$ cat src/skgt_pkg.sv
package skgt_pkg;

    // Field widths fixed by the item format
    localparam int KEY_W    = 32;
    localparam int SLOT_W   = 9;
    localparam int GLYPH_W  = 16;
    localparam int STATUS_W = 2;

    // Sentinel keys at both ends of the table
    localparam logic signed [KEY_W-1:0] KEY_MIN = 32'sh8000_0000;
    localparam logic signed [KEY_W-1:0] KEY_MAX = 32'sh7FFF_FFFF;

    // Item modes
    localparam logic MODE_LOOKUP = 1'b0;
    localparam logic MODE_INSERT = 1'b1;

    // Result status codes
    localparam logic [STATUS_W-1:0] STATUS_OK       = 2'd0;
    localparam logic [STATUS_W-1:0] STATUS_FULL     = 2'd1;
    localparam logic [STATUS_W-1:0] STATUS_BAD_SLOT = 2'd2;

    // Request beat
    typedef struct packed {
        logic                     mode;
        logic signed [KEY_W-1:0]  key;
        logic [SLOT_W-1:0]        slot;
        logic [GLYPH_W-1:0]       glyph;
    } req_t;

    // Response beat
    typedef struct packed {
        logic                     hit;
        logic [GLYPH_W-1:0]       glyph_out;
        logic [SLOT_W-1:0]        insert_slot;
        logic [STATUS_W-1:0]      status;
    } rsp_t;

    // Datapath operations issued by the controller, one per cycle
    typedef enum logic [3:0] {
        OP_NONE,
        OP_INIT_MIN,
        OP_INIT_MAX,
        OP_CAPTURE,
        OP_PROBE_RD,
        OP_PROBE_UPD,
        OP_FINAL_RD,
        OP_FINAL_EVAL,
        OP_LOW_RD,
        OP_HIGH_RD,
        OP_SET_FULL,
        OP_SET_BAD,
        OP_SHIFT_RD,
        OP_SHIFT_WR,
        OP_INS_WR,
        OP_LOAD_OUT
    } dp_op_t;

    // Datapath status seen by the controller
    typedef struct packed {
        logic full;        // entry count at capacity
        logic slot_ok;     // 1 <= slot <= count-1
        logic lo_eq_hi;    // search window closed
        logic order_ok;    // key fits strictly between its neighbors
        logic shift_done;  // shift pointer reached the slot
    } dp_sts_t;

endpackage

$ cat src/skgt_ctrl.sv
module skgt_ctrl (
    input  logic              clk,
    input  logic              rst_n,
    input  logic              req_valid,
    input  logic              req_mode,
    output logic              req_stall,
    output logic              rsp_valid,
    input  logic              rsp_stall,
    input  skgt_pkg::dp_sts_t sts,
    output skgt_pkg::dp_op_t  op
);

    typedef enum logic [11:0] {
        S_INIT_MIN = 12'b0000_0000_0001,
        S_INIT_MAX = 12'b0000_0000_0010,
        S_IDLE     = 12'b0000_0000_0100,
        S_SEARCH   = 12'b0000_0000_1000,
        S_COMPARE  = 12'b0000_0001_0000,
        S_FINAL    = 12'b0000_0010_0000,
        S_CHK_SLOT = 12'b0000_0100_0000,
        S_HIGH     = 12'b0000_1000_0000,
        S_ORDER    = 12'b0001_0000_0000,
        S_SHIFT    = 12'b0010_0000_0000,
        S_MOVE     = 12'b0100_0000_0000,
        S_RESP     = 12'b1000_0000_0000
    } state_t;

    state_t state_reg, state_next;
    logic   rsp_valid_reg, rsp_valid_next;

    assign req_stall = (state_reg != S_IDLE);
    assign rsp_valid = rsp_valid_reg;

    // Sequencer
    always_comb
    begin
        state_next = state_reg;
        op         = skgt_pkg::OP_NONE;
        unique case (state_reg)
            S_INIT_MIN:
            begin
                op         = skgt_pkg::OP_INIT_MIN;
                state_next = S_INIT_MAX;
            end
            S_INIT_MAX:
            begin
                op         = skgt_pkg::OP_INIT_MAX;
                state_next = S_IDLE;
            end
            S_IDLE:
            begin
                if (req_valid)
                begin
                    op         = skgt_pkg::OP_CAPTURE;
                    state_next = (req_mode == skgt_pkg::MODE_INSERT) ? S_CHK_SLOT : S_SEARCH;
                end
            end
            // binary search: read the midpoint, then narrow the window
            S_SEARCH:
            begin
                if (sts.lo_eq_hi)
                begin
                    op         = skgt_pkg::OP_FINAL_RD;
                    state_next = S_FINAL;
                end
                else
                begin
                    op         = skgt_pkg::OP_PROBE_RD;
                    state_next = S_COMPARE;
                end
            end
            S_COMPARE:
            begin
                op         = skgt_pkg::OP_PROBE_UPD;
                state_next = S_SEARCH;
            end
            S_FINAL:
            begin
                op         = skgt_pkg::OP_FINAL_EVAL;
                state_next = S_RESP;
            end
            // insert checks: capacity, slot range, neighbor ordering
            S_CHK_SLOT:
            begin
                if (sts.full)
                begin
                    op         = skgt_pkg::OP_SET_FULL;
                    state_next = S_RESP;
                end
                else if (!sts.slot_ok)
                begin
                    op         = skgt_pkg::OP_SET_BAD;
                    state_next = S_RESP;
                end
                else
                begin
                    op         = skgt_pkg::OP_LOW_RD;
                    state_next = S_HIGH;
                end
            end
            S_HIGH:
            begin
                op         = skgt_pkg::OP_HIGH_RD;
                state_next = S_ORDER;
            end
            S_ORDER:
            begin
                if (sts.order_ok)
                    state_next = S_SHIFT;
                else
                begin
                    op         = skgt_pkg::OP_SET_BAD;
                    state_next = S_RESP;
                end
            end
            // move entries up one place, top first
            S_SHIFT:
            begin
                if (sts.shift_done)
                begin
                    op         = skgt_pkg::OP_INS_WR;
                    state_next = S_RESP;
                end
                else
                begin
                    op         = skgt_pkg::OP_SHIFT_RD;
                    state_next = S_MOVE;
                end
            end
            S_MOVE:
            begin
                op         = skgt_pkg::OP_SHIFT_WR;
                state_next = S_SHIFT;
            end
            S_RESP:
            begin
                if (!rsp_valid_reg || !rsp_stall)
                begin
                    op         = skgt_pkg::OP_LOAD_OUT;
                    state_next = S_IDLE;
                end
            end
            default: state_next = S_IDLE;
        endcase
    end

    // Output beat valid
    always_comb
    begin
        if (op == skgt_pkg::OP_LOAD_OUT)
            rsp_valid_next = 1'b1;
        else if (!rsp_stall)
            rsp_valid_next = 1'b0;
        else
            rsp_valid_next = rsp_valid_reg;
    end

    always_ff @(posedge clk or negedge rst_n)
    begin
        if (!rst_n)
        begin
            state_reg     <= S_INIT_MIN;
            rsp_valid_reg <= 1'b0;
        end
        else
        begin
            state_reg     <= state_next;
            rsp_valid_reg <= rsp_valid_next;
        end
    end

endmodule

$ cat config.mk
export PLATFORM = sky130hd
export DESIGN_NAME = skgt_ctrl
export DESIGN_NICKNAME = d
export VERILOG_FILES = /design/src/skgt_pkg.sv /design/src/skgt_ctrl.sv
export SDC_FILE = /design/constraint.sdc
export NUM_CORES = 1
export LEC_CHECK = 0
export ABC_AREA = 1
export BUFFER_PORTS_ARGS = -buffer_cell sky130_fd_sc_hd__buf_4
export CORE_MARGIN = 1.5
export CORE_UTILIZATION = 55
export CTS_BUF_LIST = sky130_fd_sc_hd__clkbuf_16
export CTS_CLUSTER_SIZE = 24
export DETAILED_ROUTE_END_ITERATION = 7
export GPL_TIMING_DRIVEN = 0
export MAX_ROUTING_LAYER = met4
export PLACE_DENSITY = 0.78
export SLEW_MARGIN = 5
export SYNTH_ARGS = -nofsm -noshare
export SYNTH_HDL_FRONTEND = slang
export SYNTH_SLANG_ARGS = --single-unit
$ cat constraint.sdc
create_clock -name clk -period 2.8 [get_ports clk]
set_clock_uncertainty 0.1 [all_clocks]
set_input_delay 0.42 -clock clk [delete_from_list [all_inputs] [get_ports clk]]
set_output_delay 0.42 -clock clk [all_outputs]
set_load 0.01 [all_outputs]
==> results.ini <==
[outcome]
status = completed

[logic_synthesis]
ys_ff_latch = 13
synth_top_cell_by_area = dfrtp_1
synth_fp_nets = 155
yosysSeqAreaShare_pct = 34.8
avgSynthCellArea_um2 = 6.46
yosysMostFrequentCell = nand2_1
synth_edf_count = 0
synth_top_area_share_pct = 32.0
synth-main-ff-cell = dfrtp_1
ys_warn_count = 0
async_reset_ff_share_pct = 100
synth_area_leaders = dfrtp_1 (32%), nand2_1 (13%), inv_1 (13%), nor2_1 (10%), nand3_1 (6.4%)
syn_area_um2 = 937
synth.distinct_cells = 20
syn_inst = 145
synth_commonest_cells = nand2_1 (33), inv_1 (32), nor2_1 (25), dfrtp_1 (12), nand3_1 (12)

[global_routing]
gr-total-overflow = 0
grt_max_degree = 14
grt_pass1_wl_um = 3530
track_usage_pct = 26.6
grt_pass1_vias = 887
antenna_found_initial = 0

[routing]
drtIter0Drc = 12
wl_um = 2040
via_per_inst = 5.12
drt.antenna.violating_nets = 0
wl_per_cell_um = 11.3
drc = 0
drt_first_pass_iters = 6
vias = 927

[setup_path]
critical_path_arrival_ns = 1.66
cp_num_buf_inv = 1
slowest_delay_ns = 0.39
critPathCaptureType = output pin
slowest_stage = dfrtp_1
worst-setup-path-type = reg2out
crit_top_cell = nand2_1
path_cells = nor2_2, nand2_4, nor2_4, nand3_1, nand2_1, nor2_1, nand2_1, buf_4
worst-path-max-fanout = 6
crit_family = simple AND/OR/NAND/NOR gates
critPathLaunchType = flop
critical_path_required_ns = 2.28

[placed_design]
placed_cell_area_um2 = 1070
dp_cells = 176
port_buffers = 15
place_ws_ns = 0.886
place_hpwl_um = 1590
routabilityCongestion = 0.925

[floorplanning]
die-area_um2 = 1960
fp.dieW_um = 44.3
initial_core_util_pct = 60.1
die_h_um = 44.3
core.rowCount = 14
core-area_um2 = 1560
boundaryPins = 16

[power]
p_per_area_nw_per_um2 = 625
p_leak_nw = 0.687
internal_power_mw = 0.485
swShare_pct = 33.0
pwr-share-comb_pct = 32.2
power_frac_seq_pct = 30.7
p_clk_share_pct = 37.1
ir_drop_mv = 0.469
p_sw_mw = 0.239

[timing]
final.setup.worst_slack_ns = 0.619
finalCriticalPeriod_ns = 2.18
setup_viol = 0
finalMaxSlewViolations = 0
setup_tns_ns = 0
fmax_ghz = 0.458
hold_viol = 0
finalCritPeriodShare_pct = 77.9
grt_setup_unrepaired = no

[clock_network]
path_clk_slew_ns = 0.04
cts_tree = yes
clk_latency_ns = 0.25
cts_buffers = 3
clock_path_buffers = 2
cts_setup_buffers = 0
numClockSinks = 13
htree_levels = 1
clock-root-buffer = clkbuf_16

[final_layout]
area_delta_synth_final_pct = 23.6
final_cells = 181
finalNetCount = 176
design_area_um2 = 1160
largest_register_ffs = 12
layout-drive-gt1-share_pct = 21.8
antenna_cells = 0

[worst_hold_path]
hp-class = in2reg

[flow_run]
drv_cap = 0

[through the flow]
step	util, %	hold WS (ns)	power [mW]
global placement	68.6	0.171	0.448
floorplan	-	0.0244	0.385
global route	74.3	0.236	0.771
CTS	74.3	0.227	0.729
finish	74.3	0.226	0.724
detailed placement	68.6	0.172	0.456
[worst register-to-register path, delay by kind of cell (launching register included)]
kind	cells	cell delay, ns
buffers and inverters	1	0.11
flip-flops	1	0.55
AND/OR/NAND/NOR	7	0.70
[area by class of cell]
type	count	area [um2]
sequential	13	327
tap	16	20.0
multi-input combinational	99	487
clock buffer	3	75.1
timing repair buffer	16	123
clock inverter	1	3.75
inverter	33	124
fill	128	400
[path summary, 6_finish.rpt]
kind / start / end / slack, ns / depth (start not counted)
max: state_reg[5] / op[0] / 0.62 / 8
min: sts[0] / state_reg[10] / 0.23 / 2
max reg2reg: state_reg[0] / state_reg[2] / 1.27 / 8
min reg2reg: rsp_valid / rsp_valid / 0.46 / 2
max in group asynchronous: rst_n / state_reg[0] / 1.91 / 2
min in group asynchronous: rst_n / rsp_valid / 0.46 / 2
[metal layers]
layer  track usage [%]  part of all wire [%]  up-vias
li1                  -                     -      478
met4              12.7                   2.3        0
met2              46.2                    52       21
met5                 -                     0        -
met1              28.2                    41      423
met3              6.12                   5.1        5
[power by group through the flow]
stage               logic (mW)  clock network, mW  registers (mW)
finish                   0.233              0.269           0.222
global route             0.266              0.280           0.224
CTS                      0.235              0.273           0.221
detailed placement       0.233                  0           0.223
global placement         0.226                  0           0.222
floorplan                0.164                  0           0.221
[logic make-up after synthesis]
group | Yosys count | synth area share (%)
flip-flops | 13 | 34.8
AO/OA/AOI/OAI | 6 | 3.60
AND/OR/NAND/NOR | 92 | 47.9
other | 1 | 0.400
buffers and inverters | 33 | 13.2
[layout by cell type (no fill, tap or decap), types with 3 or more instances in the layout]
master     Yosys  routed
inv_1         32      33
nand2_1       33      33
nor2_1        25      25
buf_4          0      15
nand3_1       12      12
dfrtp_1       12      12
nand2_2        6       6
nand4_1        5       5
nor2_2         3       3
o21ai_0        3       3
clkbuf_16      0       3
[repair_timing]
item,4_1_cts,5_1_grt
gates resized for setup,0,0
endpoints found under the setup margin,0,0
hold buffers,1,0
endpoints found under the hold margin,12,0
Power figures use the tool's default switching activity.
